`src/design/rgba_overlay_blend_nv12_defines.svh`:
```
// Assertion macros shared by the overlay blend RTL.
// Depends on nothing; included by the files that carry assertions.
`ifndef RGBA_OVERLAY_BLEND_NV12_DEFINES_SVH
`define RGBA_OVERLAY_BLEND_NV12_DEFINES_SVH
`ifndef SYNTHESIS
`define ROB_ASSERT(lbl, clk, rst, prop) \
   lbl: assert property (@(posedge clk) disable iff (rst) prop) \
      else $error("rob assertion failed");
`define ROB_ASSERT_NEVER(lbl, clk, rst, cond) \
   lbl: assert property (@(posedge clk) disable iff (rst) !(cond)) \
      else $error("rob assertion failed");
`else
`define ROB_ASSERT(lbl, clk, rst, prop)
`define ROB_ASSERT_NEVER(lbl, clk, rst, cond)
`endif
`endif

```
`src/design/rob_pkg.sv`:
```
// Types, constants and arithmetic helpers for the RGBA overlay blend.
// Depends on nothing; used by every module of the block.
package rob_pkg;

   // Default depth of the queue between front and back end.
   localparam int unsigned QUEUE_DEPTH = 2;

   // BT.601 limited-range coefficients.
   localparam logic signed [17:0] COEF_YR = 18'sd66;
   localparam logic signed [17:0] COEF_YG = 18'sd129;
   localparam logic signed [17:0] COEF_YB = 18'sd25;
   localparam logic signed [17:0] COEF_UR = 18'sd38;
   localparam logic signed [17:0] COEF_UG = 18'sd74;
   localparam logic signed [17:0] COEF_UB = 18'sd112;
   localparam logic signed [17:0] COEF_VR = 18'sd112;
   localparam logic signed [17:0] COEF_VG = 18'sd94;
   localparam logic signed [17:0] COEF_VB = 18'sd18;
   localparam logic signed [17:0] ROUND_BIAS = 18'sd128;
   localparam logic signed [17:0] Y_OFFSET = 18'sd16;
   localparam logic signed [17:0] C_OFFSET = 18'sd128;

   // Blend constants.
   localparam logic [7:0] ALPHA_MAX = 8'd255;
   localparam logic [15:0] BLEND_BIAS = 16'd127;

   // Divide by three as multiply by 683 and shift by 11 (exact below 1024).
   localparam logic [20:0] DIV3_MUL = 21'd683;

   // One input item: a 2x2 quad with its overlay pixels.
   typedef struct packed {
      logic [31:0] overlay_pixel_0;
      logic [31:0] overlay_pixel_1;
      logic [31:0] overlay_pixel_2;
      logic [31:0] overlay_pixel_3;
      logic [3:0]  inside_mask;
      logic        chroma_enable;
      logic [7:0]  luma_in_0;
      logic [7:0]  luma_in_1;
      logic [7:0]  luma_in_2;
      logic [7:0]  luma_in_3;
      logic [7:0]  chroma_u_in;
      logic [7:0]  chroma_v_in;
   } req_type;

   // One result item.
   typedef struct packed {
      logic [7:0] luma_out_0;
      logic [7:0] luma_out_1;
      logic [7:0] luma_out_2;
      logic [7:0] luma_out_3;
      logic [7:0] chroma_u_out;
      logic [7:0] chroma_v_out;
   } rsp_type;

   // A classified quad as it waits in the queue. Alphas are already zeroed
   // for pixels outside the mask, so a blend with them leaves the byte as is.
   typedef struct packed {
      logic [3:0][23:0] rgb;
      logic [3:0][7:0]  alpha;
      logic [3:0][7:0]  luma;
      logic [9:0]       sum_r;
      logic [9:0]       sum_g;
      logic [9:0]       sum_b;
      logic [9:0]       sum_a;
      logic [2:0]       count;
      logic             chroma_apply;
      logic [7:0]       u_in;
      logic [7:0]       v_in;
   } work_type;

   // Queue status seen by the front and back end.
   typedef struct packed {
      logic empty;
      logic full;
   } queue_status_type;

   // Clamp a signed intermediate to one byte.
   function automatic logic [7:0] clamp_byte(input logic signed [17:0] x);
      logic [7:0] res;
      priority if (x < 18'sd0) begin
         res = 8'd0;
      end else if (x > 18'sd255) begin
         res = 8'd255;
      end else begin
         res = x[7:0];
      end
      return res;
   endfunction

   // RGB (R in bits 7:0) to packed {V, U, Y} with floor shifts and clamping.
   function automatic logic [23:0] rgb_to_yuv(input logic [23:0] rgb);
      logic signed [17:0] r;
      logic signed [17:0] g;
      logic signed [17:0] b;
      logic signed [17:0] ty;
      logic signed [17:0] tu;
      logic signed [17:0] tv;
      r = $signed({10'b0, rgb[7:0]});
      g = $signed({10'b0, rgb[15:8]});
      b = $signed({10'b0, rgb[23:16]});
      ty = COEF_YR * r + COEF_YG * g + COEF_YB * b + ROUND_BIAS;
      tu = COEF_UB * b - COEF_UR * r - COEF_UG * g + ROUND_BIAS;
      tv = COEF_VR * r - COEF_VG * g - COEF_VB * b + ROUND_BIAS;
      return {clamp_byte((tv >>> 8) + C_OFFSET),
              clamp_byte((tu >>> 8) + C_OFFSET),
              clamp_byte((ty >>> 8) + Y_OFFSET)};
   endfunction

   // Truncating average of a sum over one to four pixels.
   function automatic logic [7:0] avg_div(input logic [9:0] sum, input logic [2:0] count);
      logic [20:0] prod;
      logic [7:0]  res;
      prod = {11'b0, sum} * DIV3_MUL;
      unique case (count)
         3'd1:    res = sum[7:0];
         3'd2:    res = sum[8:1];
         3'd3:    res = prod[18:11];
         3'd4:    res = sum[9:2];
         default: res = 8'd0;
      endcase
      return res;
   endfunction

   // Blend numerator s*a + d*(255-a) + 127, at most 65152.
   function automatic logic [15:0] blend_num(input logic [7:0] s, input logic [7:0] d,
                                             input logic [7:0] a);
      return {8'b0, s} * {8'b0, a} + {8'b0, d} * {8'b0, ALPHA_MAX - a} + BLEND_BIAS;
   endfunction

   // Exact floor(n / 255) for n below 65280.
   function automatic logic [7:0] div255(input logic [15:0] n);
      logic [16:0] t;
      t = {1'b0, n} + {9'b0, n[15:8]} + 17'd1;
      return t[15:8];
   endfunction

endpackage

```
`src/design/rgba_overlay_blend_nv12.sv`:
```
// Path: an accepted quad passes one queue slot and four pipeline stages to rsp_valid.
// Throughput: one quad per cycle; the back end pops any queued quad, so busy never rises.
// Reset is synchronous and active high: it empties the queue and clears pipeline valids.
// Depends on rob_pkg, rob_front, rob_queue, rob_back and the defines header.
`include "rgba_overlay_blend_nv12_defines.svh"
module rgba_overlay_blend_nv12 #(
   parameter int unsigned QueueDepth = rob_pkg::QUEUE_DEPTH
) (
   input  logic             clock,
   input  logic             reset,
   input  logic             start,
   output logic             busy,
   input  rob_pkg::req_type req_data,
   output logic             rsp_valid,
   output rob_pkg::rsp_type rsp_data
);

   logic                      accept;
   logic                      push;
   logic                      pop;
   rob_pkg::work_type         push_entry;
   rob_pkg::work_type         head;
   rob_pkg::queue_status_type status;

   // A quad transfers when start is high and the queue has room.
   assign busy = status.full;
   assign accept = start && !busy;

   // Front end: classify the quad.
   rob_front u_front (
      .accept   (accept),
      .req_data (req_data),
      .push     (push),
      .entry    (push_entry)
   );

   // Queue between the two ends.
   rob_queue #(
      .Depth (QueueDepth)
   ) u_queue (
      .clock      (clock),
      .reset      (reset),
      .push       (push),
      .push_entry (push_entry),
      .pop        (pop),
      .head       (head),
      .status     (status)
   );

   // Back end: convert and blend.
   rob_back u_back (
      .clock     (clock),
      .reset     (reset),
      .status    (status),
      .head      (head),
      .pop       (pop),
      .rsp_valid (rsp_valid),
      .rsp_data  (rsp_data)
   );

   `ROB_ASSERT(a_latency, clock, reset, accept |-> ##5 rsp_valid)
   `ROB_ASSERT(a_no_spurious, clock, reset, !accept |-> ##5 !rsp_valid)
   `ROB_ASSERT_NEVER(a_never_busy, clock, reset, busy)

endmodule

```
`src/design/rob_front.sv`:
```
// Front end of the overlay blend: unpacks a quad and classifies its pixels.
// Depends on rob_pkg.
module rob_front (
   input  logic             accept,
   input  rob_pkg::req_type req_data,
   output logic             push,
   output rob_pkg::work_type entry
);

   logic [3:0][31:0] pixel;
   logic [3:0][7:0]  luma;
   logic [3:0][7:0]  r_in;
   logic [3:0][7:0]  g_in;
   logic [3:0][7:0]  b_in;
   logic [3:0][7:0]  a_in;

   assign push = accept;

   assign pixel = {req_data.overlay_pixel_3, req_data.overlay_pixel_2,
                   req_data.overlay_pixel_1, req_data.overlay_pixel_0};
   assign luma = {req_data.luma_in_3, req_data.luma_in_2,
                  req_data.luma_in_1, req_data.luma_in_0};

   // Mask each pixel's channels so outside pixels add nothing and blend as no-ops.
   always_comb begin
      for (int k = 0; k < 4; k++) begin
         r_in[k] = req_data.inside_mask[k] ? pixel[k][7:0] : 8'd0;
         g_in[k] = req_data.inside_mask[k] ? pixel[k][15:8] : 8'd0;
         b_in[k] = req_data.inside_mask[k] ? pixel[k][23:16] : 8'd0;
         a_in[k] = req_data.inside_mask[k] ? pixel[k][31:24] : 8'd0;
      end
   end

   // Build the queue entry with the channel sums for the chroma average.
   always_comb begin
      for (int k = 0; k < 4; k++) begin
         entry.rgb[k] = pixel[k][23:0];
      end
      entry.alpha = a_in;
      entry.luma = luma;
      entry.sum_r = {2'b0, r_in[0]} + {2'b0, r_in[1]} + {2'b0, r_in[2]} + {2'b0, r_in[3]};
      entry.sum_g = {2'b0, g_in[0]} + {2'b0, g_in[1]} + {2'b0, g_in[2]} + {2'b0, g_in[3]};
      entry.sum_b = {2'b0, b_in[0]} + {2'b0, b_in[1]} + {2'b0, b_in[2]} + {2'b0, b_in[3]};
      entry.sum_a = {2'b0, a_in[0]} + {2'b0, a_in[1]} + {2'b0, a_in[2]} + {2'b0, a_in[3]};
      entry.count = {2'b0, req_data.inside_mask[0]} + {2'b0, req_data.inside_mask[1]}
                  + {2'b0, req_data.inside_mask[2]} + {2'b0, req_data.inside_mask[3]};
      entry.chroma_apply = req_data.chroma_enable && (req_data.inside_mask != 4'd0)
                         && (entry.sum_a != 10'd0);
      entry.u_in = req_data.chroma_u_in;
      entry.v_in = req_data.chroma_v_in;
   end

endmodule

```
`src/design/rob_queue.sv`:
```
// Short queue of classified quads between the front and the back end.
// Depends on rob_pkg and rgba_overlay_blend_nv12_defines.svh.
`include "rgba_overlay_blend_nv12_defines.svh"
module rob_queue #(
   parameter int unsigned Depth = rob_pkg::QUEUE_DEPTH
) (
   input  logic                      clock,
   input  logic                      reset,
   input  logic                      push,
   input  rob_pkg::work_type         push_entry,
   input  logic                      pop,
   output rob_pkg::work_type         head,
   output rob_pkg::queue_status_type status
);

   localparam int unsigned PtrW = $clog2(Depth);
   localparam int unsigned CntW = $clog2(Depth + 1);

   rob_pkg::work_type  mem_ff [Depth];
   logic [PtrW-1:0]    wr_ptr_ff;
   logic [PtrW-1:0]    wr_ptr_in;
   logic [PtrW-1:0]    rd_ptr_ff;
   logic [PtrW-1:0]    rd_ptr_in;
   logic [CntW-1:0]    count_ff;
   logic [CntW-1:0]    count_in;

   assign head = mem_ff[rd_ptr_ff];
   assign status.empty = (count_ff == '0);
   assign status.full = (count_ff == CntW'(Depth));

   // Pointer wrap and occupancy update.
   always_comb begin
      wr_ptr_in = wr_ptr_ff;
      rd_ptr_in = rd_ptr_ff;
      count_in = count_ff;
      if (push) begin
         wr_ptr_in = (wr_ptr_ff == PtrW'(Depth - 1)) ? '0 : wr_ptr_ff + PtrW'(1);
      end
      if (pop) begin
         rd_ptr_in = (rd_ptr_ff == PtrW'(Depth - 1)) ? '0 : rd_ptr_ff + PtrW'(1);
      end
      if (push && !pop) begin
         count_in = count_ff + CntW'(1);
      end else if (pop && !push) begin
         count_in = count_ff - CntW'(1);
      end
   end

   // Control registers.
   always_ff @(posedge clock) begin
      if (reset) begin
         wr_ptr_ff <= '0;
         rd_ptr_ff <= '0;
         count_ff <= '0;
      end else begin
         wr_ptr_ff <= wr_ptr_in;
         rd_ptr_ff <= rd_ptr_in;
         count_ff <= count_in;
      end
   end

   // Entry storage.
   always_ff @(posedge clock) begin
      if (push) begin
         mem_ff[wr_ptr_ff] <= push_entry;
      end
   end

   `ROB_ASSERT(a_push_not_full, clock, reset, push |-> !status.full)
   `ROB_ASSERT(a_pop_not_empty, clock, reset, pop |-> !status.empty)
   `ROB_ASSERT(a_count_up, clock, reset, (push && !pop) |=> count_ff == $past(count_ff) + CntW'(1))

endmodule

```
`src/design/rob_back.sv`:
```
// Back end of the overlay blend: averaging, color conversion and blending.
// Depends on rob_pkg.
module rob_back (
   input  logic                      clock,
   input  logic                      reset,
   input  rob_pkg::queue_status_type status,
   input  rob_pkg::work_type         head,
   output logic                      pop,
   output logic                      rsp_valid,
   output rob_pkg::rsp_type          rsp_data
);

   // Stage 1: averaged chroma source and the blend operands.
   logic             s1_valid_ff;
   logic [4:0][23:0] s1_rgb_ff;
   logic [4:0][23:0] s1_rgb_in;
   logic [4:0][7:0]  s1_alpha_ff;
   logic [4:0][7:0]  s1_alpha_in;
   logic [5:0][7:0]  s1_dst_ff;
   logic [5:0][7:0]  s1_dst_in;

   // Stage 2: converted sources.
   logic             s2_valid_ff;
   logic [5:0][7:0]  s2_src_ff;
   logic [5:0][7:0]  s2_src_in;
   logic [4:0][7:0]  s2_alpha_ff;
   logic [5:0][7:0]  s2_dst_ff;
   logic [3:0][23:0] pix_yuv;
   logic [23:0]      avg_yuv;

   // Stage 3: blend numerators.
   logic             s3_valid_ff;
   logic [5:0][15:0] s3_num_ff;
   logic [5:0][15:0] s3_num_in;

   // Stage 4: result register.
   logic             rsp_valid_ff;
   rob_pkg::rsp_type rsp_ff;
   rob_pkg::rsp_type rsp_in;

   // The back end never stalls, so it takes the queue head whenever there is one.
   assign pop = !status.empty;

   // Stage 1 logic: truncating averages; chroma alpha forced to zero when not applied.
   always_comb begin
      for (int k = 0; k < 4; k++) begin
         s1_rgb_in[k] = head.rgb[k];
         s1_alpha_in[k] = head.alpha[k];
         s1_dst_in[k] = head.luma[k];
      end
      s1_rgb_in[4] = {rob_pkg::avg_div(head.sum_b, head.count),
                      rob_pkg::avg_div(head.sum_g, head.count),
                      rob_pkg::avg_div(head.sum_r, head.count)};
      s1_alpha_in[4] = head.chroma_apply ? rob_pkg::avg_div(head.sum_a, head.count) : 8'd0;
      s1_dst_in[4] = head.u_in;
      s1_dst_in[5] = head.v_in;
   end

   // Stage 2 logic: BT.601 conversion of the four pixels and of the average.
   always_comb begin
      for (int k = 0; k < 4; k++) begin
         pix_yuv[k] = rob_pkg::rgb_to_yuv(s1_rgb_ff[k]);
         s2_src_in[k] = pix_yuv[k][7:0];
      end
      avg_yuv = rob_pkg::rgb_to_yuv(s1_rgb_ff[4]);
      s2_src_in[4] = avg_yuv[15:8];
      s2_src_in[5] = avg_yuv[23:16];
   end

   // Stage 3 logic: blend numerators; both chroma lanes share the average alpha.
   always_comb begin
      for (int k = 0; k < 6; k++) begin
         s3_num_in[k] = rob_pkg::blend_num(s2_src_ff[k], s2_dst_ff[k],
                                           s2_alpha_ff[(k < 4) ? k : 4]);
      end
   end

   // Stage 4 logic: divide by 255.
   always_comb begin
      rsp_in.luma_out_0 = rob_pkg::div255(s3_num_ff[0]);
      rsp_in.luma_out_1 = rob_pkg::div255(s3_num_ff[1]);
      rsp_in.luma_out_2 = rob_pkg::div255(s3_num_ff[2]);
      rsp_in.luma_out_3 = rob_pkg::div255(s3_num_ff[3]);
      rsp_in.chroma_u_out = rob_pkg::div255(s3_num_ff[4]);
      rsp_in.chroma_v_out = rob_pkg::div255(s3_num_ff[5]);
   end

   // Valid flags of the pipeline.
   always_ff @(posedge clock) begin
      if (reset) begin
         s1_valid_ff <= 1'b0;
         s2_valid_ff <= 1'b0;
         s3_valid_ff <= 1'b0;
         rsp_valid_ff <= 1'b0;
      end else begin
         s1_valid_ff <= pop;
         s2_valid_ff <= s1_valid_ff;
         s3_valid_ff <= s2_valid_ff;
         rsp_valid_ff <= s3_valid_ff;
      end
   end

   // Payload registers of the pipeline.
   always_ff @(posedge clock) begin
      s1_rgb_ff <= s1_rgb_in;
      s1_alpha_ff <= s1_alpha_in;
      s1_dst_ff <= s1_dst_in;
      s2_src_ff <= s2_src_in;
      s2_alpha_ff <= s1_alpha_ff;
      s2_dst_ff <= s1_dst_ff;
      s3_num_ff <= s3_num_in;
      rsp_ff <= rsp_in;
   end

   assign rsp_valid = rsp_valid_ff;
   assign rsp_data = rsp_ff;

endmodule

```
`config.mk`:
```
export PLATFORM = sky130hd
export DESIGN_NAME = rgba_overlay_blend_nv12
export DESIGN_NICKNAME = d
export VERILOG_FILES = /design/src/design/rob_pkg.sv /design/src/design/rgba_overlay_blend_nv12.sv /design/src/design/rob_front.sv /design/src/design/rob_queue.sv /design/src/design/rob_back.sv
export VERILOG_INCLUDE_DIRS = /design/src /design/src/design
export SDC_FILE = /design/constraint.sdc
export NUM_CORES = 2
export LEC_CHECK = 0
export BUFFER_PORTS_ARGS = -buffer_cell sky130_fd_sc_hd__buf_2
export CAP_MARGIN = 20
export CORE_MARGIN = 4
export CORE_UTILIZATION = 65
export CTS_CLUSTER_SIZE = 14
export DETAILED_ROUTE_END_ITERATION = 8
export GPL_TIMING_DRIVEN = 0
export PLACE_DENSITY_LB_ADDON = 0.25
export SYNTH_ARGS = -nofsm -noshare
export SYNTH_HDL_FRONTEND = slang
export SYNTH_SLANG_ARGS = --single-unit
export TNS_END_PERCENT = 50
```
`constraint.sdc`:
```
create_clock -name clock -period 32.7 [get_ports clock]
set_clock_uncertainty 0.15 [all_clocks]
set_input_delay 9.81 -clock clock [delete_from_list [all_inputs] [get_ports clock]]
set_output_delay 9.81 -clock clock [all_outputs]
set_load 0.005 [all_outputs]
```
After elaboration in Yosys (flattened, before gate mapping) --
Memory sizes are Yosys's and may differ from the RTL's. A register that Yosys moved wholly into a read port is not among the register bits. Cells that the tools add are included.
Word-level totals: register bits after elaboration 496, RAM bits 440, bits of input ports 184, output and inout bits 50, logic and storage cells 222, memories kept 1
Cells by class: add/subtract/negate cells 72, $mul 34, magnitude comparators 12, equality and inequality tests 5, muxes and demuxes 34, reduce and logical (&&, ||, !) cells 12
Memory list:
- u_queue.mem_ff | depth 2, bits a word 220, read ports 1, clocked after memory_dff 1, write ports 1, line rob_queue.sv:19 | rob_pkg::work_type mem_ff [Depth];
Operator list (count):
- $mul 8x8->16 | 12
- $mux 8 | 22
- $add 18x18->18 | 8
- $pmux 8 s4 | 4
- $add 18x9->18 const B | 6
- $gt 18x9->1 const B | 6
- $lt 18x1->1 const B | 6
- $add 16x1->16 const B | 6
- $add 16x16->16 | 6
- $add 16x7->16 const B | 6
- $add 16x8->16 | 6
- $mul 6x8->14 const A | 6
- $add 10x8->10 | 8
- $mul 10x10->19 const B | 4
- $sub 18x18->18 | 4
- $mul 5x8->13 const A | 5
- $mul 8x8->16 const A | 4
- $add 10x6->11 const B | 4
- $sub 8x8->8 const A | 5
- $add 8x8->9 | 4
- $add 10x9->11 const B | 2
- $mul 3x8->11 const A | 2
- $mul 4x8->12 const A | 1
- $reduce_bool 10->1 | 1
- 16 further kinds | 31

Logic depth before layout (Yosys ltp) --
depth after elaboration 7, mapped depth 31, depth with buffers taken out 31

By module --
From an unflattened synthesis, not the netlist that was laid out.
Unflattened totals: cell total of the unflattened synthesis 7244, area total of the unflattened synthesis 79756.5 um2
Modules (own cells, without submodules):
- rob_back | times used 1, cells each 5935, area each 58996.6 um2, sequential area each 9849.4 um2
- rob_queue | times used 1, cells each 706, area each 16153.0 um2, sequential area each 13312.8 um2
- rob_front | times used 1, cells each 602, area each 4593.2 um2, sequential area each 0.0 um2
- rgba_overlay_blend_nv12 | times used 1, cells each 1, area each 13.8 um2, sequential area each 0.0 um2

Worst setup path after synthesis --
OpenSTA, ideal clock, no wires.
path type input -> register, start point in start, end point mem u_queue.mem_ff[0][0] (netlist name) (enable), setup time 804 ps, data arrival time 19014 ps, data required time 31746 ps, setup slack 12732 ps, stages 2, path buffers 0, cells stage by stage nand2_1 > nor2_1
On the way: cells in the longest elaborated chain, start to end 3
Ends and longest elaborated chain:
- from (decl) | line rgba_overlay_blend_nv12.sv:11 | input logic start,
- $logic_and 1x1->1 | line rgba_overlay_blend_nv12.sv:27 | assign accept = start && !busy;
- $mux 1 | line rob_queue.sv:64 | if (push) begin
- $mux 1 (not written as such) | line rob_queue.sv:65 | mem_ff[wr_ptr_ff] <= push_entry;
- to (decl) | line rob_queue.sv:19
Every way passes these cells.

==> impl_table.tex <==
\begin{tabular}{lr}
\hline
Metric & Value \\
\hline
\multicolumn{2}{l}{\textbf{Die}} \\
\quad Area of the core & 120,000 um\^{}2 \\
\quad Num rows & 127 \\
\quad Total Die Area & 126,000 um\^{}2 \\
\quad Die W & 356 um \\
\quad Die Span Y & 356 um \\
\quad Io pins & 234 \\
\quad Effective utilization at floorplan & 65.4\% \\
\multicolumn{2}{l}{\textbf{Clocking}} \\
\quad Clock insertion delay at the later pin of the skew report & 0.74 ns \\
\quad Number of sinks on the clock net & 937 \\
\quad Number of gates resized after CTS & 0 \\
\quad Number of hold buffers added after cts & 0 \\
\quad Number of buffers inserted to repair setup after CTS & 0 \\
\quad Root buffer cell & sky130\_fd\_sc\_hd\_\_clkbuf\_16 \\
\quad Clock input transition at the sequential cells of the worst setup and hold paths & 0.06 ns \\
\quad CTS max path bufs & 3 \\
\quad Max H-tree Level & 3 \\
\quad CTS Buf Count & 99 \\
\quad CTS tree & built \\
\multicolumn{2}{l}{\textbf{Yosys}} \\
\quad Post-synth ARST share & 0\% \\
\quad Dominant combinational cell family by area after synthesis & adder cells \\
\quad Xor and xnor fraction of the mapped netlist area & 4.36\% \\
\quad Count of flip-flops with a built-in enable after synthesis & 440 \\
\quad Syn\_area\_per\_cell & 10.9 um\^{}2 \\
\quad Synthesized Nets & 9,376 \\
\quad Number of distinct library cells after synthesis & 74 \\
\quad Cell area after technology mapping & 78,500 um\^{}2 \\
\quad Post-synthesis mux area share & 3.25\% \\
\quad Post-synthesis share of cell area spent on full adders, half adders and majority gates & 40.0\% \\
\quad Proportion of synthesized chip area in sequential cells & 29.5\% \\
\quad Compound-Gate Fraction of Synth Area & 6.18\% \\
\quad Number of synthesized register bits & 937 \\
\quad Gate Count Post-Synth & 7,202 \\
\quad Simple-gate area share of the yosys netlist & 9.36\% \\
\quad Most used DFF post-synth & sky130\_fd\_sc\_hd\_\_dfxtp\_1 \\
\quad Number of synthesis warnings & 0 \\
\multicolumn{2}{l}{\textbf{Drt}} \\
\quad Router iterations before antenna repair & 8 \\
\quad Met3 wire len & 14.3 mm \\
\quad DR WL/cell & 18.8 um \\
\quad Average vias per placed instance & 5.52 \\
\quad Routed met2 length & 82.0 mm \\
\quad M1 WL & 70.5 mm \\
\quad Detailed Route Iter0 Violations & 3,237 \\
\quad Number of DRC violations after detailed routing & 0 \\
\quad Top routing layer used & met5 \\
\quad Number of nets with antenna violations after routing & 0 \\
\quad Via count & 51,200 \\
\quad Total wire length after detailed routing & 174 mm \\
\multicolumn{2}{l}{\textbf{Critical path}} \\
\quad Category of the worst setup path capture point & flop \\
\quad Crit start category & input pin \\
\quad Category of the critical setup timing path & in -> reg \\
\quad Worst path arrival time & 14.29 ns \\
\quad Highest fanout seen on the critical path & 10 \\
\quad Worst path required time & 33.01 ns \\
\multicolumn{2}{l}{\textbf{Finish}} \\
\quad Proportion of layout cells with a drive suffix above 1 & 8.35\% \\
\quad Number of nets in the layout & 9,725 \\
\quad Synth-to-Final Area Change & 9.00\% \\
\quad Count of placed standard cells in the final layout, fillers left out & 9,278 \\
\multicolumn{2}{l}{\textbf{STA}} \\
\quad Post-route clock period utilization & 42.7\% \\
\quad Setup repair after global routing missed its margin & false \\
\quad Upper clock frequency limit & 0.0715 GHz \\
\quad Slew @ Worst Pin & 1.14 ns \\
\quad Final min period & 13.98 ns \\
\quad Number of endpoints with negative hold slack in the final report & 0 \\
\quad Min setup slack post-route & 18.72 ns \\
\quad Total Neg Setup Slack & 0 ns \\
\quad Headroom to the max-slew limit & 23.7\% \\
\quad \# setup viols final & 0 \\
\quad Final count of pins violating max slew & 0 \\
\multicolumn{2}{l}{\textbf{Placement}} \\
\quad Gpl congestion & 0.911 \\
\quad Post-detailed-placement half-perimeter wirelength & 142 mm \\
\quad Placed cells & 9,059 \\
\quad I/O Buffers & 232 \\
\quad Dpl ws & 18.15 ns \\
\multicolumn{2}{l}{\textbf{Outcome}} \\
\quad Status & finished clean \\
\multicolumn{2}{l}{\textbf{Global route}} \\
\quad Initial antenna violation count & 43 \\
\quad Maximum number of pins on one net before global-route repair & 64 \\
\quad Global-route wire length before repair & 283 mm \\
\quad Total congestion overflow & 0 \\
\quad Via count of the first global-routing pass & 55,100 \\
\quad GRT Overall Usage & 28.3\% \\
\multicolumn{2}{l}{\textbf{Job}} \\
\quad Max-cap violations & 0 \\
\multicolumn{2}{l}{\textbf{Hold path}} \\
\quad Class of the most critical hold timing path & reg -> reg \\
\hline
\end{tabular}
[final timing paths]
kind	start	endpoint	slack (ns)	depth (start not counted)
setup / recovery	req_data[50]	u_queue.mem_ff[1][16]	18.72	19
hold reg to reg	u_back.s1_dst_ff[15]	u_back.s2_dst_ff[15]	0.16	0
setup reg to reg	u_back.s1_rgb_ff[106]	u_back.s2_src_ff[46]	24.81	29
hold / removal	u_back.s1_dst_ff[15]	u_back.s2_dst_ff[15]	0.16	0
[stage by stage]
| step | util, % | hold slack (ns) | instance area [um^2] |
|---|---|---|---|
| 3_5_place_dp | 68.3 | 0.162 | 82000 |
| 3_3_place_gp | 68.1 | 0.160 | 81700 |
| 6_report | 71.3 | 0.161 | 85600 |
| 4_1_cts | 71.2 | 0.158 | 85500 |
| 5_1_grt | 71.3 | 0.174 | 85500 |
| 2_1_floorplan | - | 0.160 | 78500 |
[worst max-delay path, stage by stage]
cell	delay, ns
sky130_fd_sc_hd__buf_2	0.16
sky130_fd_sc_hd__clkbuf_1	0.25
sky130_fd_sc_hd__and2_1	0.27
sky130_fd_sc_hd__ha_1	0.23
sky130_fd_sc_hd__fa_1	0.42
sky130_fd_sc_hd__a21oi_1	0.16
sky130_fd_sc_hd__nor2_1	0.05
sky130_fd_sc_hd__nor2_1	0.19
sky130_fd_sc_hd__o21bai_1	0.09
sky130_fd_sc_hd__a21oi_1	0.22
sky130_fd_sc_hd__xor2_1	0.59
sky130_fd_sc_hd__fa_1	0.53
sky130_fd_sc_hd__inv_1	0.07
sky130_fd_sc_hd__ha_1	0.26
sky130_fd_sc_hd__a21o_1	0.20
sky130_fd_sc_hd__xor2_1	0.18
sky130_fd_sc_hd__nor2_1	0.12
sky130_fd_sc_hd__nand4_1	0.13
sky130_fd_sc_hd__o311a_1	0.34
[Yosys cell counts, drive strengths merged (152+ instances only)]
cell	count	area (um^2)
and2	277	1730
nor2	152	571
nand2	341	1280
a21oi	228	1140
nand2b	233	1460
ha	1122	14000
fa	868	17400
dfxtp	497	9950
inv	1413	5300
xnor2	274	2410
nor2b	200	1250
edfxtp	440	13200
mux2	193	2170
[sequential cells by signal, indices dropped and copies added (netlist names), 48 cells and up, named ones only]
register and cells:
u_back.s2_dst_ff 48, u_back.s2_src_ff 48, u_back.s3_num_ff 96, u_back.s1_dst_ff 48
u_queue.mem_ff 440, u_back.rsp_data 48, u_back.s1_rgb_ff 120
[placed cells by master, fill, tap and decap left out, types with 233 or more instances in the layout]
cell,Yosys,routed
sky130_fd_sc_hd__and2_1,277,277
sky130_fd_sc_hd__buf_2,4,236
sky130_fd_sc_hd__dfxtp_1,497,497
sky130_fd_sc_hd__edfxtp_1,440,440
sky130_fd_sc_hd__fa_1,868,868
sky130_fd_sc_hd__ha_1,1122,1122
sky130_fd_sc_hd__inv_1,1413,1413
sky130_fd_sc_hd__nand2_1,341,341
sky130_fd_sc_hd__nand2b_1,233,233
sky130_fd_sc_hd__xnor2_1,273,273
[layout make-up]
type                       instances  area (um^2)
multi-input combinational       4736        49600
fill                            8473        34400
sequential                       937        23200
inverter                        1414         5310
clock buffer                     128         2740
tap                             1612         2020
timing repair buffer             248         1480
clock inverter                    60          742
buffer                           115          437
antenna                           28         70.1
[cell families (layout without fill, tap and decap cells)]
family	count (synthesis)	in the layout
buffers and inverters	1529	1965
DFF	937	937
muxes	231	231
and+or+nand+nor	1383	1383
xor gates and xnor gates	390	390
AOI/OAI and AO/OA	742	742
other	0	28
adders and majority gates	1990	1990
[metal layers]
metal | GRT usage, % | up-vias
li1 | - | 24000
met1 | 36.1 | 25200
met2 | 46.5 | 1553
met3 | 7.49 | 403
met4 | 11.0 | 28
met5 | 0 | -
Power is not shown: default switching activity piles up to over one toggle a cycle in this logic, so the estimate is an artifact.
